<file path="src/sv/adns_pkg.sv">
// adns_pkg: shared types and constants of the ascii decimal number scanner
// no dependencies; imported by the core module and adns_step, not by adns_div10
package adns_pkg;

  // scan phases
  typedef enum logic [1:0] {
    PH_IDLE = 2'd0,
    PH_SEEK = 2'd1,
    PH_INT  = 2'd2,
    PH_FRAC = 2'd3
  } phase_t;

  // item function codes
  localparam logic [1:0] FN_START = 2'd0;
  localparam logic [1:0] FN_BYTE  = 2'd1;
  localparam logic [1:0] FN_TICK  = 2'd2;

  // configuration register indexes
  localparam logic CFG_DECIMAL_MODE  = 1'b0;
  localparam logic CFG_TIMEOUT_TICKS = 1'b1;

  localparam logic [15:0] TIMEOUT_RESET = 16'd1000;

  // characters
  localparam logic [7:0] CH_ZERO  = 8'h30;
  localparam logic [7:0] CH_NINE  = 8'h39;
  localparam logic [7:0] CH_MINUS = 8'h2d;
  localparam logic [7:0] CH_POINT = 8'h2e;

  localparam logic [30:0] MAG_MAX  = 31'h7fff_ffff;
  localparam logic [15:0] TICK_MAX = 16'hffff;

  typedef struct packed {
    phase_t      phase;
    logic        sign;
    logic [30:0] whole;
    logic [31:0] frac;
    logic [31:0] weight;
    logic [15:0] idle;
  } scan_state_t;

  typedef struct packed {
    logic        decimal_mode;
    logic [15:0] timeout_ticks;
  } scan_cfg_t;

  typedef struct packed {
    logic        valid;
    logic [30:0] magnitude;
    logic [31:0] fraction;
    logic        is_negative;
    logic        ended_by_timeout;
  } scan_res_t;

endpackage

</file>
<file path="src/sv/adns_if.sv">
// adns_in_if / adns_out_if: valid-ready channels of the scanner
// depends on nothing; payload widths follow the item formats
interface adns_in_if;
  logic       valid;
  logic       ready;
  logic [1:0] func;
  logic [7:0] rx_byte;

  modport source (output valid, output func, output rx_byte, input ready);
  modport sink   (input valid, input func, input rx_byte, output ready);
endinterface

interface adns_out_if;
  logic        valid;
  logic        ready;
  logic [30:0] magnitude;
  logic [31:0] fraction;
  logic        is_negative;
  logic        ended_by_timeout;

  modport source (output valid, output magnitude, output fraction, output is_negative,
                  output ended_by_timeout, input ready);
  modport sink   (input valid, input magnitude, input fraction, input is_negative,
                  input ended_by_timeout, output ready);
endinterface

</file>
<file path="src/sv/ascii_decimal_number_scanner_core.sv">
// ascii_decimal_number_scanner_core: top level of the ascii decimal number scanner
// depends on adns_pkg, adns_in_if / adns_out_if and adns_step
//
// usage
//   in_ch carries one item per handshake: func 0 arms a scan, func 1 delivers a
//   received byte, func 2 is a millisecond tick. out_ch gives one item per scan
//   that ends: magnitude, 0.32 fraction, sign and a timeout flag
//   cfg_we/cfg_index/cfg_wdata write decimal_mode (index 0) and timeout_ticks
//   (index 1); write only while no item is in flight
// timing
//   an accepted item is held in the input register, then updated into the scan
//   state and result register at the next edge: a result is on out_ch one
//   cycle after its item was accepted and can be taken at the edge after that
//   one item per cycle is sustained; the state update for each item is a single
//   pass through adns_step (shift-add, a 4x32 multiply and a divide by ten)
// reset
//   synchronous, active low: no scan armed, both registers empty, decimal_mode 0,
//   timeout_ticks 1000
// stall
//   when out_ch is held, the result register keeps its item; one more item
//   waits in the input register, then in_ch.ready drops
module ascii_decimal_number_scanner_core
  import adns_pkg::*;
#(
  parameter int FRAC_BITS = 32
) (
  input  logic        clk,
  input  logic        rst_n,
  adns_in_if.sink     in_ch,
  adns_out_if.source  out_ch,
  input  logic        cfg_we,
  input  logic        cfg_index,
  input  logic [15:0] cfg_wdata
);

  localparam logic [31:0] WEIGHT0 = 32'((64'd1 << FRAC_BITS) / 10);

  // input register
  logic        in_vld_r;
  logic [1:0]  in_func_r;
  logic [7:0]  in_byte_r;

  // scan state and configuration
  scan_state_t st_r;
  scan_state_t st_nxt;
  scan_cfg_t   cfg_r;

  // result register
  logic        out_vld_r;
  scan_res_t   res;
  scan_res_t   res_r;

  logic        step_fire;
  logic        in_take;

  // the step runs when the result register can take whatever it produces
  assign step_fire    = in_vld_r && (!out_vld_r || out_ch.ready);
  assign in_ch.ready  = !in_vld_r || step_fire;
  assign in_take      = in_ch.valid && in_ch.ready;

  adns_step #(
    .FRAC_BITS (FRAC_BITS)
  ) u_step (
    .st      (st_r),
    .cfg     (cfg_r),
    .func    (in_func_r),
    .rx_byte (in_byte_r),
    .st_nxt  (st_nxt),
    .res     (res)
  );

  // input register
  always_ff @(posedge clk) begin
    if (!rst_n) begin
      in_vld_r <= 1'b0;
    end else if (in_ch.ready) begin
      in_vld_r <= in_ch.valid;
    end
    if (in_take) begin
      in_func_r <= in_ch.func;
      in_byte_r <= in_ch.rx_byte;
    end
  end

  // scan state
  always_ff @(posedge clk) begin
    if (!rst_n) begin
      st_r.phase  <= PH_IDLE;
      st_r.sign   <= 1'b0;
      st_r.whole  <= '0;
      st_r.frac   <= '0;
      st_r.weight <= WEIGHT0;
      st_r.idle   <= '0;
    end else if (step_fire) begin
      st_r <= st_nxt;
    end
  end

  // configuration registers
  always_ff @(posedge clk) begin
    if (!rst_n) begin
      cfg_r.decimal_mode  <= 1'b0;
      cfg_r.timeout_ticks <= TIMEOUT_RESET;
    end else if (cfg_we) begin
      case (cfg_index)
        CFG_DECIMAL_MODE:  cfg_r.decimal_mode  <= cfg_wdata[0];
        CFG_TIMEOUT_TICKS: cfg_r.timeout_ticks <= cfg_wdata;
        default:           cfg_r <= cfg_r;
      endcase
    end
  end

  // result register
  always_ff @(posedge clk) begin
    if (!rst_n) begin
      out_vld_r <= 1'b0;
    end else if (step_fire && res.valid) begin
      out_vld_r <= 1'b1;
    end else if (out_ch.ready) begin
      out_vld_r <= 1'b0;
    end
    if (step_fire && res.valid) begin
      res_r <= res;
    end
  end

  assign out_ch.valid            = out_vld_r;
  assign out_ch.magnitude        = res_r.magnitude;
  assign out_ch.fraction         = res_r.fraction;
  assign out_ch.is_negative      = res_r.is_negative;
  assign out_ch.ended_by_timeout = res_r.ended_by_timeout;

  // a scan that ends leaves nothing armed
  a_end_to_idle: assert property (@(posedge clk) disable iff (!rst_n)
    (step_fire && res.valid) |=> (st_r.phase == PH_IDLE))
    else $error("scan still armed after its result");

  // while seeking nothing has been gathered yet
  a_seek_clean: assert property (@(posedge clk) disable iff (!rst_n)
    (st_r.phase == PH_SEEK) |-> (st_r.whole == '0 && st_r.frac == '0 && !st_r.sign))
    else $error("accumulators not clear while seeking");

  // a result never appears without a step behind it
  a_result_source: assert property (@(posedge clk) disable iff (!rst_n)
    $rose(out_vld_r) |-> $past(step_fire && res.valid))
    else $error("result without a finished scan");

endmodule

</file>
<file path="src/sv/adns_div10.sv">
// adns_div10: unsigned 32-bit divide by ten via reciprocal multiply
// no package use; instantiated by adns_step
module adns_div10 (
  input  logic [31:0] dividend,
  output logic [31:0] quotient
);

  logic [63:0] prod;

  // ceil(2^35/10), exact for every 32-bit dividend
  assign prod     = 64'(dividend) * 64'(32'hcccc_cccd);
  assign quotient = {3'b000, prod[63:35]};

endmodule

</file>
<file path="src/sv/adns_step.sv">
// adns_step: next scan state and result for one item
// depends on adns_pkg and adns_div10
module adns_step
  import adns_pkg::*;
#(
  parameter int FRAC_BITS = 32
) (
  input  scan_state_t st,
  input  scan_cfg_t   cfg,
  input  logic [1:0]  func,
  input  logic [7:0]  rx_byte,
  output scan_state_t st_nxt,
  output scan_res_t   res
);

  localparam logic [32:0] FRAC_MAX = 33'((64'd1 << FRAC_BITS) - 64'd1);
  localparam logic [31:0] WEIGHT0  = 32'((64'd1 << FRAC_BITS) / 10);

  logic        is_digit;
  logic        point_ok;
  logic [3:0]  digit;
  logic [34:0] int_sum;
  logic [30:0] int_sat;
  logic [35:0] frac_prod;
  logic [36:0] frac_sum;
  logic [31:0] frac_sat;
  logic [31:0] weight_div;
  logic [15:0] idle_inc;
  logic        timed_out;
  logic        byte_ends;
  phase_t      phase_nxt;

  assign is_digit  = (rx_byte >= CH_ZERO) && (rx_byte <= CH_NINE);
  assign point_ok  = (rx_byte == CH_POINT) && cfg.decimal_mode;
  assign digit     = 4'(rx_byte - CH_ZERO);

  // whole * 10 + digit as shift-add
  assign int_sum   = {st.whole, 4'b0000} - {3'b000, st.whole, 1'b0} - {2'b00, st.whole, 2'b00}
                     + 35'(digit);
  assign int_sat   = (int_sum > 35'(MAG_MAX)) ? MAG_MAX : int_sum[30:0];

  assign frac_prod = 36'(digit) * 36'(st.weight);
  assign frac_sum  = 37'(st.frac) + 37'(frac_prod);
  assign frac_sat  = (frac_sum > 37'(FRAC_MAX)) ? FRAC_MAX[31:0] : frac_sum[31:0];

  adns_div10 u_div10 (
    .dividend (st.weight),
    .quotient (weight_div)
  );

  assign idle_inc  = (st.idle != TICK_MAX) ? st.idle + 16'd1 : st.idle;
  assign timed_out = (idle_inc >= cfg.timeout_ticks);

  // a byte that does not continue the number in the digit phases
  always_comb begin
    case (st.phase)
      PH_INT:  byte_ends = !is_digit && !point_ok;
      PH_FRAC: byte_ends = !is_digit;
      default: byte_ends = 1'b0;
    endcase
  end

  // next phase
  always_comb begin
    phase_nxt = st.phase;
    if (func == FN_START) begin
      phase_nxt = PH_SEEK;
    end else if (st.phase != PH_IDLE) begin
      if (func == FN_TICK) begin
        if (timed_out) phase_nxt = PH_IDLE;
      end else if (func == FN_BYTE) begin
        case (st.phase)
          PH_SEEK: begin
            if (is_digit || rx_byte == CH_MINUS) phase_nxt = PH_INT;
            else if (point_ok)                   phase_nxt = PH_FRAC;
          end
          PH_INT: begin
            if (point_ok)       phase_nxt = PH_FRAC;
            else if (byte_ends) phase_nxt = PH_IDLE;
          end
          PH_FRAC: begin
            if (byte_ends) phase_nxt = PH_IDLE;
          end
          default: phase_nxt = st.phase;
        endcase
      end
    end
  end

  // datapath and result
  always_comb begin
    st_nxt       = st;
    st_nxt.phase = phase_nxt;
    res.valid            = 1'b0;
    res.magnitude        = st.whole;
    res.fraction         = st.frac;
    res.is_negative      = st.sign;
    res.ended_by_timeout = 1'b0;
    if (func == FN_START) begin
      st_nxt.sign   = 1'b0;
      st_nxt.whole  = '0;
      st_nxt.frac   = '0;
      st_nxt.weight = WEIGHT0;
      st_nxt.idle   = '0;
    end else if (st.phase != PH_IDLE) begin
      if (func == FN_TICK) begin
        st_nxt.idle = idle_inc;
        if (timed_out) begin
          res.valid            = 1'b1;
          res.ended_by_timeout = 1'b1;
        end
      end else if (func == FN_BYTE) begin
        st_nxt.idle = '0;
        if (st.phase == PH_SEEK && rx_byte == CH_MINUS) st_nxt.sign = 1'b1;
        if ((st.phase == PH_SEEK || st.phase == PH_INT) && is_digit) st_nxt.whole = int_sat;
        if (st.phase == PH_FRAC && is_digit) begin
          st_nxt.frac   = frac_sat;
          st_nxt.weight = weight_div;
        end
        res.valid = byte_ends;
      end
    end
  end

endmodule

</file>
<file path="src/flat_wrapper.sv">
// flat-port wrapper written by rule: the top's interface ports become plain ports
module ascii_decimal_number_scanner_core_flat import adns_pkg::*;
#(
  parameter int FRAC_BITS = 32
)
  (clk, rst_n, cfg_we, cfg_index, cfg_wdata, in_ch_valid, in_ch_func, in_ch_rx_byte, in_ch_ready, out_ch_valid, out_ch_magnitude, out_ch_fraction, out_ch_is_negative, out_ch_ended_by_timeout, out_ch_ready);
  adns_in_if in_ch_i ();
  adns_out_if out_ch_i ();
  input  logic clk;
  input  logic rst_n;
  input  logic cfg_we;
  input  logic cfg_index;
  input  logic [15:0] cfg_wdata;
  input wire logic [$bits(in_ch_i.valid)-1:0] in_ch_valid;
  input wire logic [$bits(in_ch_i.func)-1:0] in_ch_func;
  input wire logic [$bits(in_ch_i.rx_byte)-1:0] in_ch_rx_byte;
  output wire logic [$bits(in_ch_i.ready)-1:0] in_ch_ready;
  output wire logic [$bits(out_ch_i.valid)-1:0] out_ch_valid;
  output wire logic [$bits(out_ch_i.magnitude)-1:0] out_ch_magnitude;
  output wire logic [$bits(out_ch_i.fraction)-1:0] out_ch_fraction;
  output wire logic [$bits(out_ch_i.is_negative)-1:0] out_ch_is_negative;
  output wire logic [$bits(out_ch_i.ended_by_timeout)-1:0] out_ch_ended_by_timeout;
  input wire logic [$bits(out_ch_i.ready)-1:0] out_ch_ready;
  assign in_ch_i.valid = in_ch_valid;
  assign in_ch_i.func = in_ch_func;
  assign in_ch_i.rx_byte = in_ch_rx_byte;
  assign in_ch_ready = in_ch_i.ready;
  assign out_ch_valid = out_ch_i.valid;
  assign out_ch_magnitude = out_ch_i.magnitude;
  assign out_ch_fraction = out_ch_i.fraction;
  assign out_ch_is_negative = out_ch_i.is_negative;
  assign out_ch_ended_by_timeout = out_ch_i.ended_by_timeout;
  assign out_ch_i.ready = out_ch_ready;
  ascii_decimal_number_scanner_core #(.FRAC_BITS(FRAC_BITS)) u_core (.clk(clk), .rst_n(rst_n), .in_ch(in_ch_i), .out_ch(out_ch_i), .cfg_we(cfg_we), .cfg_index(cfg_index), .cfg_wdata(cfg_wdata));
endmodule
</file>
<file path="config.mk">
export PLATFORM = sky130hd
export DESIGN_NAME = ascii_decimal_number_scanner_core_flat
export DESIGN_NICKNAME = d
export VERILOG_FILES = /design/src/sv/adns_pkg.sv /design/src/sv/adns_if.sv /design/src/sv/ascii_decimal_number_scanner_core.sv /design/src/sv/adns_div10.sv /design/src/sv/adns_step.sv /design/src/flat_wrapper.sv
export SDC_FILE = /design/constraint.sdc
export NUM_CORES = 2
export LEC_CHECK = 0
export ABC_AREA = 1
export BUFFER_PORTS_ARGS = -buffer_cell sky130_fd_sc_hd__buf_4
export CORE_UTILIZATION = 60
export CTS_CLUSTER_DIAMETER = 150
export DETAILED_ROUTE_END_ITERATION = 16
export HOLD_SLACK_MARGIN = 0.15
export PLACE_DENSITY = 0.85
export RECOVER_POWER = 100
export SYNTH_ARGS = -nofsm -noshare
export SYNTH_HDL_FRONTEND = slang
export SYNTH_SLANG_ARGS = --single-unit
export TNS_END_PERCENT = 20
</file>
<file path="constraint.sdc">
create_clock -name clk -period 7.85 [get_ports clk]
set_input_delay 1.57 -clock clk [delete_from_list [all_inputs] [get_ports clk]]
set_output_delay 1.57 -clock clk [all_outputs]
set_load 0.01 [all_outputs]
</file>
# [After elaboration in Yosys (flattened, before gate mapping)]
# Index checks and enable logic that the tools add are counted.
[word_totals] reg_bits=208 output_inout_bits=67 inputBits=32 word_cells=107
[classes] n_mul=2 bitwise_logic=3 n_reduce_logical=35 magnitude_cmp=5 muxes=29 eq_ne=11 add_sub_neg=6
[op_table] cell="112-bit 2-to-1 mux" count=3
[op_table] cell="96-bit 2-to-1 mux" count=1
[op_table] cell="32-bit by 32-bit multiplier with 64-bit output, second input constant" count=1
[op_table] cell="64-bit 2-to-1 mux" count=1
[op_table] cell="31-bit 2-to-1 mux" count=2
[op_table] cell="32-bit by 36-bit adder with 37-bit output" count=1
[op_table] cell="37-bit by 32-bit greater-than comparator with 1-bit output, second input constant" count=1
[op_table] cell="4-bit by 32-bit multiplier with 36-bit output" count=1
[op_table] cell="35-bit by 4-bit adder with 35-bit output" count=1
[op_table] cell="35-bit by 31-bit greater-than comparator with 1-bit output, second input constant" count=1
[op_table] cell="35-bit by 32-bit subtractor with 35-bit output" count=1
[op_table] cell="35-bit by 33-bit subtractor with 35-bit output" count=1
[op_table] cell="16-bit 2-to-1 mux" count=2
[op_table] cell="32-bit 2-to-1 mux" count=1
[op_table] cell="2-bit 2-to-1 mux" count=9
[op_table] cell="16-bit by 1-bit adder with 16-bit output, second input constant" count=1
[op_table] cell="8-bit by 6-bit == test with 1-bit output, second input constant" count=2
[op_table] cell="16-bit >= comparator" count=1
[op_table] cell="16-bit != test, second input constant" count=1
[op_table] cell="5-bit AND reduction" count=3
[op_table] cell="2-bit nonzero test" count=7
[op_table] cell="1-bit logical AND" count=9
[op_table] cell="8-bit by 6-bit >= comparator with 1-bit output, second input constant" count=1
[op_table] cell="8-bit by 6-bit <= comparator with 1-bit output, second input constant" count=1
[op_table] cell="19 further kinds" count=38

# [Logic depth before layout (Yosys ltp)]
[logic_depth] ltp_word=12 mapped_depth=30 depth_no_buf=30

# [Hierarchy]
# From an unflattened synthesis, not the netlist that was laid out.
[unflattened] hier_cells=5372 area_unflattened_um2=39185.1
[by_module_without_submodules] module="adns_div10" instances=1 cells_per_inst=2355 area_per_inst_um2=18836.8 seq_area_each_um2=0.0
[by_module_without_submodules] module="adns_step" instances=1 cells_per_inst=2134 area_per_inst_um2=12456.9 seq_area_each_um2=0.0
[by_module_without_submodules] module="ascii_decimal_number_scanner_core" instances=1 cells_per_inst=883 area_per_inst_um2=7891.3 seq_area_each_um2=4914.7

# [Worst setup path before layout]
# No wires, ideal clock.
[synth_path] kind="register to register" start="register u_core.st_r[33] in the netlist's numbering" end="register u_core.st_r[43] in the netlist's numbering" path_slack_ns=1.773 path_stages_with_launch=26 period_less_slack_ns=6.077 arrival_ns=5.962 required_time_ns=7.735 setup_ns=0.115 n_path_buf=0 path_cell_list="dfxtp_1 ha_1 inv_1 fa_1 fa_1 fa_1 inv_1 fa_1 fa_1 fa_1 inv_1 fa_1 inv_1 ha_1 a21oi_1 o21ai_0 a21oi_1 nor2_1 nor2_1 inv_1 a21oi_1 nand2_1 nand2_1 nand3_1 nand2_1 nand2_1"
[synth_between] elab_chain_cells=6
[synth_rtl] element="start: declaration" line_no="ascii_decimal_number_scanner_core.sv:44" text="scan_state_t st_r;"
[synth_rtl] element="start signal: assignment" line_no="ascii_decimal_number_scanner_core.sv:95" text="st_r <= st_nxt;"
[synth_rtl] element="32-bit by 32-bit multiplier with 64-bit output" line_no="adns_div10.sv:11" text="assign prod = 64'(dividend) * 64'(32'hcccc_cccd);"
[synth_rtl] element="64-bit 2-to-1 mux" line_no="adns_step.sv:116" text="if (st.phase == PH_FRAC && is_digit) begin"
[synth_rtl] element="112-bit 2-to-1 mux" line_no="adns_step.sv:112" text="end else if (func == FN_BYTE) begin"
[synth_rtl] element="96-bit 2-to-1 mux" line_no="adns_step.sv:106" text="if (func == FN_TICK) begin"
[synth_rtl] element="112-bit 2-to-1 mux" line_no="adns_step.sv:105" text="end else if (st.phase != PH_IDLE) begin"
[synth_rtl] element="112-bit 2-to-1 mux" line_no="adns_step.sv:99" text="if (func == FN_START) begin"
# Every way passes these cells. The select of a mux whose other input is x is not followed.
# A chain may end at the register's enable or synchronous reset.

# [Worst setup path in the final report]
[layout_path] start="register u_core.st_r[23] in the netlist's numbering" end="register u_core.st_r[35] in the netlist's numbering"
# The elaborated chain is that of the path after synthesis.

==> results.cfg <==
[place]
place_congestion = 1.072
numPortBuffers = 98
hpwl_um = 88610

[route]
route.antenna.remaining_nets = 0
post-route-drc-count = 0
drt-vias-per-instance = 5.471
route.vias.total = 28256
initialDrtViolationCount = 2230
drtPass1Iterations = 6
wl_um = 104100
wire_per_inst_um = 20.15

[grt]
antenna_found_initial = 1
track_usage_pct = 37.64
grt_max_degree = 70
grt_overflow = 0
grt_pass1_wl_um = 161200
grt_pass1_vias = 28891

[setup_path]
path_max_fanout = 7
worstSetupPathType = register to register
worstRegToRegCells = 25
r2r_start = u_core.st_r[23]
startpoint_type = register
endpoint_kind = register
crit_start = u_core.st_r[23]
cp.required_ps = 8310
arrival_ps = 8090

[power_and_ir_drop]
p_leak_nw = 18.81
powerDensity_nw_per_um2 = 377.9
ir_drop_v = 0.0005995
report.power.total_mw = 13.54

[sta]
whs_ps = 454.9
finalHoldViolCount = 0
worst_pin_slew_ps = 3062
setup_viol = 0
slew_viol_final = 57
finalCritPeriodShare_pct = 97.14
fin_worst_skew_ps = 32.64
max_slew_margin_pct = -104.1
max_freq_ghz = 0.1311
period_needed_ps = 7625

[yosys]
synth_nets = 5224
yosysSeqAreaShare_pct = 14.47
synth_seq_cells = 205
synth_top_family_by_area = adder cells
syn_avg_cell_area_sq_um = 7.833
synth-compound-area-share_pct = 8.799
yosysUniqueCellTypes = 51
synthTopCellsByArea = fa_1 28%, ha_1 17%, inv_1 12%
synth-edff-count = 75
ys_async_sr_fraction_pct = 0
synth_most_common_cell = inv_1
synth_top_area_share_pct = 27.50
synth_xor_area_share_pct = 2.218
yosysTopAreaCell = fa_1
netlist_area_sq_um = 33560
yosys.area_share.simple_pct = 16.89
ys_warn_count = 0
synth.cells.most_frequent = 1110 x inv_1, 861 x nand2_1, 461 x fa_1
synthFlopType = dfxtp_1
synth-adder-area-share_pct = 44.17
synth_cells = 4284
yosys-mux-area-fraction_pct = 0

[cts]
clk_latency_ps = 600
clk_pin_slew_worst_paths_ps = 80
cts_tree = done
cts.htree.levels = 1
clkSinkCount = 205
cts_buffer_depth = 3
cts_buffers = 25
cts_hold_buf = 0
root_buffer = clkbuf_16

[cells_and_area]
diodes = 0
drive_above_1_share_pct = 4.143
area_growth_pct = 6.786
fin_nets = 5339

[run_status]
violations = capacitance limit, slew limit
status = complete, but fails checks

[run]
drv_cap = 1

[floorplanning]
initial_core_util_pct = 60.79
io_pins = 99
die_w_um = 238.5
dieArea_sq_um = 56880
die_h_um = 238.5
num_rows = 86
core_area_sq_um = 55200

[worst_hold_path]
min_path_type = register to register
hold_depth = 0
min_from = u_core.st_r[111]
[per-layer routing]
layer	wire (um)	vias up	GRT usage, %
met5	19	-	0
met4	5663	2	17.81
met3	7590	288	5.866
met2	48300	1078	62.24
met1	42490	13526	48.43
li1	-	13362	-
[final cells by class]
type | instances | area [sq um]
Sequential cell | 205 | 4860
Multi-Input combinational cell | 2900 | 24130
Tap cell | 748 | 935.9
Clock buffer | 29 | 670.6
Clock inverter | 16 | 172.7
Timing Repair Buffer | 152 | 874.6
Fill cell | 4930 | 19360
Inverter | 1115 | 4188
[logic make-up after synthesis]
family | after synthesis
flops | 205
buf+inv | 1179
xor+xnor | 85
compound gates | 538
fa+ha+maj | 908
simple gates | 1369
[flip-flops by register name, indices dropped and copies added, names as in the netlist]
| signal | count |
|---|---|
| u_core.out_ch.valid | 1 |
| u_core.in_func_r | 2 |
| u_core.out_ch.is_negative | 1 |
| u_core.in_vld_r | 1 |
| u_core.st_r | 111 |
| u_core.out_ch.magnitude | 31 |
| u_core.cfg_r | 17 |
| u_core.out_ch.ended_by_timeout | 1 |
| u_core.out_ch.fraction | 32 |
| u_core.in_byte_r | 8 |
[worst max-delay path, cell delays in order (launching register included)]
cell	delay, ps
dfxtp_1	340
buf_4	180
ha_1	360
xnor2_2	390
inv_1	170
ha_1	210
nor2_1	310
fa_1	570
fa_1	590
inv_1	60
fa_1	500
fa_1	540
fa_1	490
ha_1	300
ha_1	390
nand2_1	130
nor2_1	220
inv_1	110
nor2_1	150
inv_1	100
nor4_1	480
o21ai_1	310
nand4_1	140
nand3_1	90
nand2_1	250
nand2_1	70
[power by group]
part / switching [mW] / total, mW / internal, mW
Combinational: 7.49 / 11.2 / 3.70
Sequential: 0.0210 / 1.13 / 1.11
Clock: 0.563 / 1.23 / 0.666
[metrics by stage]
step / utilization, % / setup TNS [ps] / std cells / setup WS (ps) / cell area [sq um]
floorplan: - / 0 / 4284 / 1773 / 33560
global placement: 63.99 / -7.173 / 5120 / -7.173 / 35320
detailed placement: 63.99 / 0 / 5120 / 67.82 / 35320
CTS: 65.51 / 0 / 5165 / 4.079 / 36160
global route: 64.92 / -0.8384 / 5165 / -0.8384 / 35840
finish: 64.92 / 0 / 5165 / 224.5 / 35840
[worst paths after layout]
path | slack, ps | endpoint
worst min-delay path | 450 | u_core.out_ch.is_negative
worst max register to register | 220 | u_core.st_r[35]
worst min register to register | 450 | u_core.out_ch.is_negative
worst max-delay path | 220 | u_core.st_r[35]
[cell usage in the layout (no fill, tap or decap), types with 17 or more instances in the layout]
cell / n
o21ai_0: 149
nor3_1: 25
nand2_1: 863
inv_1: 1110
xor2_1: 48
clkbuf_16: 25
nand4_1: 24
edfxtp_1: 75
buf_4: 70
o21bai_1: 17
clkbuf_1: 72
a21oi_1: 301
dfxtp_1: 126
nand3_1: 144
fa_1: 461
nor2_1: 254
xnor2_1: 36
ha_1: 447
[timing repair]
| action | 4_1_cts | 5_1_grt |
|---|---|---|
| setup endpoints to repair | 0 | 3 |
| setup buffers | 0 | 0 |
| hold endpoints to repair | 0 | 0 |
| gates resized for setup | 0 | 6 |
(Power assumes the default switching activity.)
